### src/hw/rtl/linear_hash_bucket_page_locator_unit_macros.svh
// Assertion macros for the bucket and page locator.
`ifndef LINEAR_HASH_BUCKET_PAGE_LOCATOR_UNIT_MACROS_SVH
`define LINEAR_HASH_BUCKET_PAGE_LOCATOR_UNIT_MACROS_SVH

// Same-cycle implication, checked outside reset.
`define LHBPL_ASSERT_SAME(name, clk, rst_n, ante, cons) \
    name: assert property (@(posedge clk) disable iff (!rst_n) (ante) |-> (cons)) \
        else $error("locator check failed");

// Next-cycle implication, checked outside reset.
`define LHBPL_ASSERT_NEXT(name, clk, rst_n, ante, cons) \
    name: assert property (@(posedge clk) disable iff (!rst_n) (ante) |=> (cons)) \
        else $error("locator check failed");

`endif

### src/hw/rtl/lhbpl_pkg.sv
// Types and constants shared by the bucket and page locator.
`default_nettype none
package lhbpl_pkg;

    localparam int unsigned SPARE_ENTRIES = 32;
    localparam int unsigned SPARE_AW      = $clog2(SPARE_ENTRIES);
    localparam int unsigned LEN_W         = 6;
    localparam logic [31:0] FNV_PRIME     = 32'd16777619;

    // Input item kinds carried on tuser
    localparam logic [1:0] KIND_BYTE = 2'd0;
    localparam logic [1:0] KIND_END  = 2'd1;
    localparam logic [1:0] KIND_LOAD = 2'd2;

    // Configuration register indexes
    localparam logic [1:0] CFG_HIGH_MASK  = 2'd0;
    localparam logic [1:0] CFG_LOW_MASK   = 2'd1;
    localparam logic [1:0] CFG_MAX_BUCKET = 2'd2;
    localparam logic [1:0] CFG_LAST_PAGE  = 2'd3;

    localparam int unsigned IN_TDATA_W  = 48;
    localparam int unsigned OUT_TDATA_W = 64;

endpackage
`default_nettype wire

### src/hw/rtl/linear_hash_bucket_page_locator_unit.sv
// Linear-hashing bucket and page locator: FNV-0 key hash, bucket masking, spare page lookup.
//
// Input stream (s): one item per transfer. tuser is the kind: key byte, key end
// without a byte, or spare table load. tlast marks the final key byte. A final
// byte or a key end yields one result; other items yield none.
// Output stream (m): bucket number and page number on tdata, page range flag on tuser.
// Configuration: plain write port, index 0 high mask, 1 low mask, 2 max bucket,
// 3 last page; write only while no key end is in flight.
// Throughput: one item per cycle while the output accepts. The hash multiply sits in
// the accept cycle; the bucket masking and bit length feed the spare RAM read port from
// the first stage register, and the page add and range compare work on the second stage
// register and the RAM read data, ahead of the output register.
// Reset clears the running hash, the configuration registers, pipeline valids and the spare
// valid bits; an entry never loaded since reset reads as zero. No clearing pass.
// Stall: each stage holds while the one ahead is full and held; the input stays
// ready while any stage is empty or the output is taken.
`default_nettype none
`include "linear_hash_bucket_page_locator_unit_macros.svh"
module linear_hash_bucket_page_locator_unit (
    input  wire logic        i_clk,
    input  wire logic        i_rst_n,
    input  wire logic        i_s_tvalid,
    output logic             o_s_tready,
    // key_byte [7:0], spare_index [12:8], spare_value [44:13], zero fill [47:45]
    input  wire logic [lhbpl_pkg::IN_TDATA_W-1:0] i_s_tdata,
    // kind [1:0]
    input  wire logic [1:0]  i_s_tuser,
    input  wire logic        i_s_tlast,
    output logic             o_m_tvalid,
    input  wire logic        i_m_tready,
    // bucket_number [31:0], page_number [63:32]
    output logic [lhbpl_pkg::OUT_TDATA_W-1:0] o_m_tdata,
    // page_in_range [0]
    output logic             o_m_tuser,
    input  wire logic        i_cfg_we,
    input  wire logic [1:0]  i_cfg_addr,
    input  wire logic [31:0] i_cfg_wdata
);

    localparam int unsigned AW = lhbpl_pkg::SPARE_AW;

    logic [31:0] r_high_mask, r_low_mask, r_max_bucket, r_last_page;
    logic [31:0] r_hash, n_hash;
    logic [lhbpl_pkg::SPARE_ENTRIES-1:0] r_spare_vld;

    logic        r_s1_v;
    logic [31:0] r_s1_hash;
    logic        r_s2_v;
    logic [31:0] r_s2_bucket;
    logic        r_s2_use;
    logic        r_out_v;
    logic [31:0] r_out_bucket, r_out_page;
    logic        r_out_inr;

    logic        w_en1, w_en2, w_en3;
    logic        w_accept, w_finish;
    logic [7:0]  w_key_byte;
    logic [4:0]  w_spare_idx;
    logic [31:0] w_spare_val;
    logic        w_load;
    logic [31:0] w_hash_step, w_fin_hash;
    logic [31:0] w_bkt_hi, w_bucket;
    logic [lhbpl_pkg::LEN_W-1:0] w_len;
    logic        w_len_ok;
    logic [31:0] w_ram_rdata, w_spare, w_page;

    assign w_key_byte  = i_s_tdata[7:0];
    assign w_spare_idx = i_s_tdata[12:8];
    assign w_spare_val = i_s_tdata[44:13];

    // Stage enables: a stage advances when empty or when the one ahead moves
    assign w_en3      = !r_out_v || i_m_tready;
    assign w_en2      = !r_s2_v || w_en3;
    assign w_en1      = !r_s1_v || w_en2;
    assign o_s_tready = w_en1;
    assign w_accept   = i_s_tvalid && w_en1;

    assign w_hash_step = (r_hash * lhbpl_pkg::FNV_PRIME) ^ {24'd0, w_key_byte};
    assign w_load = w_accept && (i_s_tuser == lhbpl_pkg::KIND_LOAD)
                    && ({1'b0, w_spare_idx} < 6'(lhbpl_pkg::SPARE_ENTRIES));

    always_comb begin
        n_hash     = r_hash;
        w_finish   = 1'b0;
        w_fin_hash = r_hash;
        case (i_s_tuser)
            lhbpl_pkg::KIND_BYTE: begin
                if (i_s_tlast) begin
                    w_finish   = 1'b1;
                    w_fin_hash = w_hash_step;
                    n_hash     = '0;
                end else begin
                    n_hash = w_hash_step;
                end
            end
            lhbpl_pkg::KIND_END: begin
                w_finish = 1'b1;
                n_hash   = '0;
            end
            default: begin
                n_hash = r_hash;
            end
        endcase
    end

    // Configuration registers
    always_ff @(posedge i_clk) begin
        if (!i_rst_n) begin
            r_high_mask  <= '0;
            r_low_mask   <= '0;
            r_max_bucket <= '0;
            r_last_page  <= '0;
        end else if (i_cfg_we) begin
            case (i_cfg_addr)
                lhbpl_pkg::CFG_HIGH_MASK:  r_high_mask  <= i_cfg_wdata;
                lhbpl_pkg::CFG_LOW_MASK:   r_low_mask   <= i_cfg_wdata;
                lhbpl_pkg::CFG_MAX_BUCKET: r_max_bucket <= i_cfg_wdata;
                lhbpl_pkg::CFG_LAST_PAGE:  r_last_page  <= i_cfg_wdata;
                default: ;
            endcase
        end
    end

    // Running hash and spare valid bits
    always_ff @(posedge i_clk) begin
        if (!i_rst_n) begin
            r_hash      <= '0;
            r_spare_vld <= '0;
        end else begin
            if (w_accept) begin
                r_hash <= n_hash;
            end
            if (w_load) begin
                r_spare_vld[w_spare_idx[AW-1:0]] <= 1'b1;
            end
        end
    end

    // Stage 1: bucket masking and bit length, spare RAM address
    assign w_bkt_hi = r_s1_hash & r_high_mask;
    assign w_bucket = (w_bkt_hi > r_max_bucket) ? (w_bkt_hi & r_low_mask) : w_bkt_hi;

    always_comb begin
        w_len = '0;
        for (int i = 0; i < 32; i++) begin
            if (w_bucket[i]) begin
                w_len = lhbpl_pkg::LEN_W'(i + 1);
            end
        end
    end

    assign w_len_ok = w_len < lhbpl_pkg::LEN_W'(lhbpl_pkg::SPARE_ENTRIES);

    lhbpl_ram #(
        .WIDTH (32),
        .DEPTH (lhbpl_pkg::SPARE_ENTRIES)
    ) u_spare_ram (
        .i_clk   (i_clk),
        .i_we    (w_load),
        .i_waddr (w_spare_idx[AW-1:0]),
        .i_wdata (w_spare_val),
        .i_re    (w_en2 && r_s1_v),
        .i_raddr (w_len[AW-1:0]),
        .o_rdata (w_ram_rdata)
    );

    // Stage 2: page add and range check
    assign w_spare = r_s2_use ? w_ram_rdata : '0;
    assign w_page  = r_s2_bucket + w_spare;

    always_ff @(posedge i_clk) begin
        if (!i_rst_n) begin
            r_s1_v  <= 1'b0;
            r_s2_v  <= 1'b0;
            r_out_v <= 1'b0;
        end else begin
            if (w_en1) begin
                r_s1_v <= w_accept && w_finish;
            end
            if (w_en2) begin
                r_s2_v <= r_s1_v;
            end
            if (w_en3) begin
                r_out_v <= r_s2_v;
            end
        end
    end

    always_ff @(posedge i_clk) begin
        if (w_en1) begin
            r_s1_hash <= w_fin_hash;
        end
        if (w_en2) begin
            r_s2_bucket <= w_bucket;
            // old valid bit on a same-cycle load: the load is younger
            r_s2_use    <= w_len_ok && r_spare_vld[w_len[AW-1:0]];
        end
        if (w_en3) begin
            r_out_bucket <= r_s2_bucket;
            r_out_page   <= w_page;
            r_out_inr    <= (w_page != '0) && (w_page <= r_last_page);
        end
    end

    assign o_m_tvalid = r_out_v;
    assign o_m_tdata  = {r_out_page, r_out_bucket};
    assign o_m_tuser  = r_out_inr;

    `LHBPL_ASSERT_SAME(a_s1_interlock, i_clk, i_rst_n, r_s1_v && !w_en2, !o_s_tready)
    `LHBPL_ASSERT_NEXT(a_hash_clear, i_clk, i_rst_n, w_accept && w_finish, r_hash == '0)
    `LHBPL_ASSERT_NEXT(a_s2_hold, i_clk, i_rst_n, r_out_v && !i_m_tready && r_s2_v, r_s2_v)

endmodule
`default_nettype wire

### src/hw/rtl/lhbpl_ram.sv
// Generic single-write, single-read RAM with registered read data.
`default_nettype none
module lhbpl_ram #(
    parameter int unsigned WIDTH = 32,
    parameter int unsigned DEPTH = 32
) (
    input  wire logic                     i_clk,
    input  wire logic                     i_we,
    input  wire logic [$clog2(DEPTH)-1:0] i_waddr,
    input  wire logic [WIDTH-1:0]         i_wdata,
    input  wire logic                     i_re,
    input  wire logic [$clog2(DEPTH)-1:0] i_raddr,
    output logic      [WIDTH-1:0]         o_rdata
);

    logic [WIDTH-1:0] r_mem [DEPTH];

    always_ff @(posedge i_clk) begin
        if (i_we) begin
            r_mem[i_waddr] <= i_wdata;
        end
        // read returns the old word on a same-address write
        if (i_re) begin
            o_rdata <= r_mem[i_raddr];
        end
    end

endmodule
`default_nettype wire

### config.mk
export PLATFORM = sky130hd
export DESIGN_NAME = linear_hash_bucket_page_locator_unit
export DESIGN_NICKNAME = d
export VERILOG_FILES = /design/src/hw/rtl/lhbpl_pkg.sv /design/src/hw/rtl/linear_hash_bucket_page_locator_unit.sv /design/src/hw/rtl/lhbpl_ram.sv
export VERILOG_INCLUDE_DIRS = /design/src /design/src/hw/rtl
export SDC_FILE = /design/constraint.sdc
export NUM_CORES = 2
export LEC_CHECK = 0
export ABC_AREA = 1
export BUFFER_PORTS_ARGS = -buffer_cell sky130_fd_sc_hd__buf_2
export CORE_ASPECT_RATIO = 0.7
export CORE_MARGIN = 4
export CORE_UTILIZATION = 50
export CTS_CLUSTER_SIZE = 10
export DETAILED_ROUTE_END_ITERATION = 10
export GPL_TIMING_DRIVEN = 0
export PLACE_DENSITY = 0.66
export SYNTH_ARGS = -nofsm -noshare
export SYNTH_HDL_FRONTEND = slang
export SYNTH_HIERARCHICAL = 1
export SYNTH_SLANG_ARGS = --single-unit
### constraint.sdc
create_clock -name i_clk -period 8.4 [get_ports i_clk]
set_input_delay 1.68 -clock i_clk [delete_from_list [all_inputs] [get_ports i_clk]]
set_output_delay 1.68 -clock i_clk [all_outputs]
set_load 0.02 [all_outputs]
== Yosys cells after proc, flatten, opt, wreduce, memory -nomap -nowiden ==
Memories as Yosys holds them, arrays and structs flattened. A register that Yosys moved wholly into a read port is not among the register bits.
Cells that the tools add are included.
Word-level totals
  RAM bits: 1024
  memories: 1
  flip-flop bits (word level): 325
  latch bits: 0
  bits in read-only memories: 0
  input bits: 90
  word-level logic and storage cells: 101
  output and inout port bits: 67
Memories
  u_spare_ram.r_mem: words 32, bits a word 32, rd ports 1, clocked after memory_dff 1, write ports 1, line lhbpl_ram.sv:16  | logic [WIDTH-1:0] r_mem [DEPTH];
Cells by class
  eq/ne operators: 5
  mux-type cells: 46
  add/subtract/negate cells: 1
  reductions and logical operators: 22
  divide/modulo/power cells: 0
  shift operators: 0
  order comparisons: 6
  multipliers: 1
  bitwise gates (word level): 4
Operators with widths (number)
  6-bit two-way mux: 31
  32-bit two-way mux: 5
  32-bit bitwise AND: 2
  32-bit case mux with 2 select lines: 1
  32-bit adder: 1
  32-bit > comparator: 1
  32-bit less-or-equal comparator: 1
  32-bit by 25-bit multiplier with 32-bit output (second input constant): 1
  32-bit OR: 1
  32-bit nonzero test: 1
  32-bit by 8-bit bitwise XOR with 32-bit output: 1
  5-bit by 6-bit less-than comparator with 1-bit output (second input constant): 2
  2-bit AND reduction: 5
  1-bit logical AND: 7
  2-bit == test (second input constant): 3
  6-bit less-than comparator (second input constant): 1
  1-bit two-way mux: 6
  1-bit binary-select mux with 5-bit select: 1
  1-bit demux with 5-bit select: 1
  5-bit by 1-bit >= comparator with 1-bit output (second input constant): 1
  2-bit by 1-bit == test with 1-bit output (second input constant): 2
  2-bit zero test: 2
  1-bit zero test: 3
  1-bit logical OR: 3
  other kinds (2): 2

== Depth between registers and ports, before layout ==
  depth after elaboration: 38
  depth in mapped cells: 61
  mapped depth without buffers: 57

== Cells and area by module ==
Netlist, hierarchy kept.
By module, submodules not included
  lhbpl_ram: seq. area each 31710.4 um2, times used 1, cells each 3536, area each 42726.0 um2
  linear_hash_bucket_page_locator_unit: seq. area each 7807.5 um2, times used 1, cells each 2365, area each 20562.2 um2

== Worst setup path after synthesis ==
OpenSTA, ideal clock, no wires.
  path type: input-to-reg
  start point: in i_m_tready
  end point: mem u_spare_ram.r_mem[27][0] (enable)
  arrival time: 6348 ps
  data required time: 7979 ps
  path slack: 1631 ps
  library setup time: 421 ps
  buffers on the path: 0
  stages: 8
  cell sequence: inv_1 > nand2_1 > nor2_1 > nand2_1 > nand2_1 > nor3_1 > nand3_1 > nor2_1
Between the ends
  longest elaborated chain between the ends: 7
Ends and longest elaborated chain
  from (decl): line linear_hash_bucket_page_locator_unit.sv:30  | input wire logic i_m_tready,
  1-bit logical OR: line linear_hash_bucket_page_locator_unit.sv:72  | assign w_en3 = !r_out_v || i_m_tready;
  named net w_en3: line linear_hash_bucket_page_locator_unit.sv:55  | logic w_en1, w_en2, w_en3;
  1-bit logical OR: line linear_hash_bucket_page_locator_unit.sv:73  | assign w_en2 = !r_s2_v || w_en3;
  1-bit logical OR: line linear_hash_bucket_page_locator_unit.sv:74  | assign w_en1 = !r_s1_v || w_en2;
  named net o_s_tready: line linear_hash_bucket_page_locator_unit.sv:23  | output logic o_s_tready,
  1-bit logical AND: line linear_hash_bucket_page_locator_unit.sv:76  | assign w_accept = i_s_tvalid && w_en1;
  1-bit logical AND: line linear_hash_bucket_page_locator_unit.sv:79  | assign w_load = w_accept && (i_s_tuser == lhbpl_pkg::KIND_LOAD)
  named net w_load: line linear_hash_bucket_page_locator_unit.sv:60  | logic w_load;
  1-bit two-way mux: line lhbpl_ram.sv:19  | if (i_we) begin
  1-bit two-way mux (implied by the code): line lhbpl_ram.sv:20  | r_mem[i_waddr] <= i_wdata;
  to (decl): line lhbpl_ram.sv:16
The timed path passes the listed nets, and every way through them passes these cells.

== Worst setup path after layout ==
  start point: reg r_s1_hash[31]
  end point: reg u_spare_ram.o_rdata[4] (read register of u_spare_ram.r_mem), data pin
Between the ends
  elaborated cells between the ends (all ways): 36
  classes of those cells: order compare (1); mux (33); bitwise (2)
RTL lines
  from (decl): line linear_hash_bucket_page_locator_unit.sv:47  | logic [31:0] r_s1_hash;
  from (signal assigned): line linear_hash_bucket_page_locator_unit.sv:191  | r_s1_hash <= w_fin_hash;
  32-bit bitwise AND *: line linear_hash_bucket_page_locator_unit.sv:140  | assign w_bkt_hi = r_s1_hash & r_high_mask;
  32-bit > comparator: line linear_hash_bucket_page_locator_unit.sv:141  | assign w_bucket = (w_bkt_hi > r_max_bucket) ? (w_bkt_hi & r_low_mask) : w_bkt_hi;
  32-bit two-way mux *: line linear_hash_bucket_page_locator_unit.sv:141
  6-bit two-way mux (29 in a row): line linear_hash_bucket_page_locator_unit.sv:146  | if (w_bucket[i]) begin
  6-bit two-way mux *: line linear_hash_bucket_page_locator_unit.sv:146
  named net w_len, one bit: line linear_hash_bucket_page_locator_unit.sv:63  | logic [lhbpl_pkg::LEN_W-1:0] w_len;
  to (decl): line lhbpl_ram.sv:13  | output logic [WIDTH-1:0] o_rdata
The timed path passes the listed nets; every way through them passes the cells marked *.
A chain may end at the register's enable or synchronous reset.

==> impl_metrics.csv <==
group,metric,value,unit
status,status,"finished, violations left",
status,violations,"capacitance limit, slew limit",
clock_network,post_cts_buffers,0,
clock_network,cts_hold_buf,0,
die,start_util,0.507,
grt,grt_pass1_wl,279000,um
clock_network,cts_buffers,156,
synth,syn_inst,5901,
grt,grt_max_degree,68,
placed_design,dp_hpwl,134000,um
power,p_per_area,206,nW/um^2
grt,grt-ovfl-total,0,
die,core_area,125000,um^2
power,ir_drop,209,uV
synth,syn-mean-instance-area,10.7,um^2
synth,syn_area,63300,um^2
hold_path,hp-class,"reg -> reg",
timing,min_period,6.94,ns
die,die_x,433,um
timing,setup_violations,0,
route,drtPass1Iterations,7,
power,p_leak,30.2,nW
synth,seq_area_frac_synth,0.624,
placed_design,gp_congestion,0.940,
synth,yosys.area.top_type,"edfxtp_1",
die,rows,108,
timing,max_slew_margin,-0.00210,
worst_setup_path,cp.required,8.95,ns
power,clkPwrFrac,0.409,
timing,post-route-period-util,0.826,
synth,synth_area_leaders,"edfxtp_1, nand2_1, nand3_1",
clock_network,clk_latency,0.78,ns
worst_setup_path,path_max_fanout,10,
die,ioPinCount,157,
route,wl,191000,um
clock_network,htree_levels,4,
power,internal-power,11.2,mW
timing,hold_ws,0.459,ns
grt,first_global_vias,42459,
synth,synth_seq_cells,1381,
hold_path,hp-start,"r_max_bucket[7]",
clock_network,clk_pin_slew,0.05,ns
synth,yosysUniqueCellTypes,51,
worst_setup_path,r2r_slack,1.46,ns
timing,rsz0062_at_grt,"no",
timing,slew_violations,1,
timing,worst_pin_slew,1.49,ns
synth,ys_warn_count,6,
worst_setup_path,start_kind,"flip-flop",
route,drc_errors,0,
finish,nets,6689,
timing,fmax,0.144,GHz
synth,yosysTopAreaCellShare,0.563,
power,p_comb_frac,0.076,
clock_network,cts_tree,"yes",
die,dieArea,132000,um^2
route,drt_iter0_markers,6762,
clock_network,cts_root_buffer,"clkbuf_16",
die,die-height,306,um
route,via_count,45791,
hold_path,holdPathStages,2,
job,drv_cap,1,
power,p_sw,3.47,mW
timing,finClkSkew,0.0284,ns
placed_design,portBuffers,153,
grt,antenna_found_initial,10,
finish,syn_to_final_growth,12.7,%
finish,fill_cells,10309,
clock_network,cts.sinks,1381,
worst_setup_path,arrival,7.49,ns
worst_setup_path,r2r_cells,25,
finish,final_util,0.571,
power,swShare,0.237,
grt,grtUsageTotal,0.286,
finish,drive_gt1_frac,0.0934,
hold_path,hold_end,"r_max_bucket[7]",
clock_network,ctsResizeCount,0,
route,ant_nets,0,
synth,syn_nets,6346,
worst_setup_path,timing.rr.end,"u_spare_ram/o_rdata[4]",
route,vias_per_cell,5.76,
clock_network,cts_max_path_buffers,3,
timing,final_hold_viol_count,0,
route,wl_per_cell,24.0,um
worst_setup_path,cp-end-kind,"flip-flop",
power,p_seq_frac,0.514,
worst_setup_path,r2r_start,"r_s1_hash[31]",
worst_setup_path,worstSetupPathType,"reg -> reg",
## logic make-up (layout without fill, tap and decap cells)
group                    after synthesis  in the layout  synth area share
multiplexers                          21             21           0.00332
AO/OA/AOI/OAI                        436            436            0.0361
AND/OR/NAND/NOR                     2890           2890             0.190
buffers and inverters                738           1134            0.0557
flip-flops                          1381           1381             0.624
other                                  0              9                 0
XOR/XNOR                              80             80            0.0111
adder cells (fa/ha/maj)              355            355            0.0791
## routing by layer
metal	GRT usage	wire, um	up-vias	part of all wire
met3	0.0810	26800	320	0.14
met4	0.0805	4710	8	0.025
met2	0.389	77400	2729	0.40
met5	0	55	-	0.00029
li1	-	-	20731	-
met1	0.445	82200	22003	0.43
## through the flow
step	power, mW	cells	worst slack (ns)	setup TNS [ns]	area, um^2
after floorplan	8.28	5901	1.63	0	63300
after detailed placement	8.77	7736	1.38	0	67000
after CTS	14.7	7947	1.86	0	71300
after global routing	15.1	7951	1.15	0	71300
after global placement	8.74	7704	-2.27	-1966.01	66100
final	14.7	7956	1.46	0	71300
## cells in the mapped netlist, drive strengths merged
library cell  instances
nor4                  8
xor2                 61
nand3               857
a31oi                 6
inv                 454
o21a                  1
and3                  2
o2111ai               1
nand3b                1
a32o                  1
o21ai               183
o21bai               10
a21oi               221
buf                 202
nand2              1765
nand4                 9
a21boi                1
ha                  280
o221ai                2
fa                   75
nor3                 17
xnor2                19
o31ai                 3
dfxtp               195
o211ai                1
mux2i                21
a221oi                2
clkbuf               81
edfxtp             1186
or2                   1
nor2                229
a211oi                3
nor4b                 1
clkinv                1
a22oi                 1
## critical path: stages, from the launching register on
cell	delay, ns
edfxtp_1	0.44
nand2_1	0.10
inv_1	0.06
ha_1	0.31
nand2_2	0.08
nor2_4	0.13
nand4_2	0.11
nor4_2	0.25
nand2_1	0.13
nand2_2	0.09
nand2_2	0.08
clkbuf_1	0.24
clkbuf_1	0.26
o21ai_0	0.71
nand2_1	0.15
nor3_1	0.23
nand2_1	0.08
a21oi_1	1.06
buf_2	0.68
buf_1	0.51
nand3_1	0.18
nand2_1	0.31
nand2_1	0.10
nand2_1	0.09
nand2_1	0.05
nand2_1	0.28
## placed cells by master, fill, tap and decap left out, types with 75 or more instances in the layout
cell type | netlist | final
nand2_1 | 1759 | 1757
edfxtp_1 | 1186 | 1186
nand3_1 | 857 | 857
inv_1 | 451 | 450
ha_1 | 280 | 280
buf_2 | 85 | 238
a21oi_1 | 220 | 220
nor2_1 | 228 | 196
dfxtp_1 | 195 | 195
o21ai_0 | 175 | 175
clkbuf_16 | 0 | 157
clkbuf_1 | 81 | 121
fa_1 | 75 | 75
## registers in the layout, indices dropped and copies added (netlist names)
signal / cells
o_m_tuser: 1
o_m_tvalid: 1
r_hash: 32
r_high_mask: 32
r_last_page: 32
r_low_mask: 32
r_max_bucket: 32
r_out_bucket: 32
r_out_page: 32
r_s1_hash: 32
r_s1_v: 1
r_s2_bucket: 32
r_s2_use: 1
r_s2_v: 1
r_spare_vld: 32
u_spare_ram/o_rdata: 32
u_spare_ram/r_mem: 1024
## how the worst max path moves through the flow
stage	from	end	slack, ns
5_1_grt	r_s1_hash[31]	u_spare_ram/o_rdata[4]	1.15
6_report	r_s1_hash[31]	u_spare_ram/o_rdata[4]	1.46
4_1_cts	r_s1_hash[31]	u_spare_ram/o_rdata[4]	1.86
3_5_place_dp	i_m_tready	u_spare_ram/r_mem[30][5]	1.38
2_1_floorplan	i_m_tready	u_spare_ram/r_mem[27][0]	1.63
3_3_place_gp	i_m_tready	u_spare_ram/r_mem[30][23]	-2.27
## power by group through the flow
stage	combinational (mW)	clock, mW	sequential [mW]
3_5_place_dp	1.08	0	7.69
6_report	1.12	6.00	7.55
4_1_cts	1.09	6.07	7.55
5_1_grt	1.21	6.38	7.55
3_3_place_gp	1.05	0	7.69
2_1_floorplan	0.580	0	7.70
## final cells by class
| class | count | area, um^2 | area share |
|---|---|---|---|
| clock inverter | 13 | 190 | 0.00267 |
| tap | 1650 | 2060 | 0.0289 |
| timing repair buffer | 185 | 1420 | 0.0199 |
| inverter | 455 | 1720 | 0.0240 |
| buffer | 283 | 1810 | 0.0253 |
| sequential | 1381 | 39500 | 0.554 |
| multi-input combinational | 3782 | 20500 | 0.287 |
| clock buffer | 198 | 4090 | 0.0574 |
| antenna | 9 | 22.5 | 0.000316 |
Power figures use the tool's default switching activity.
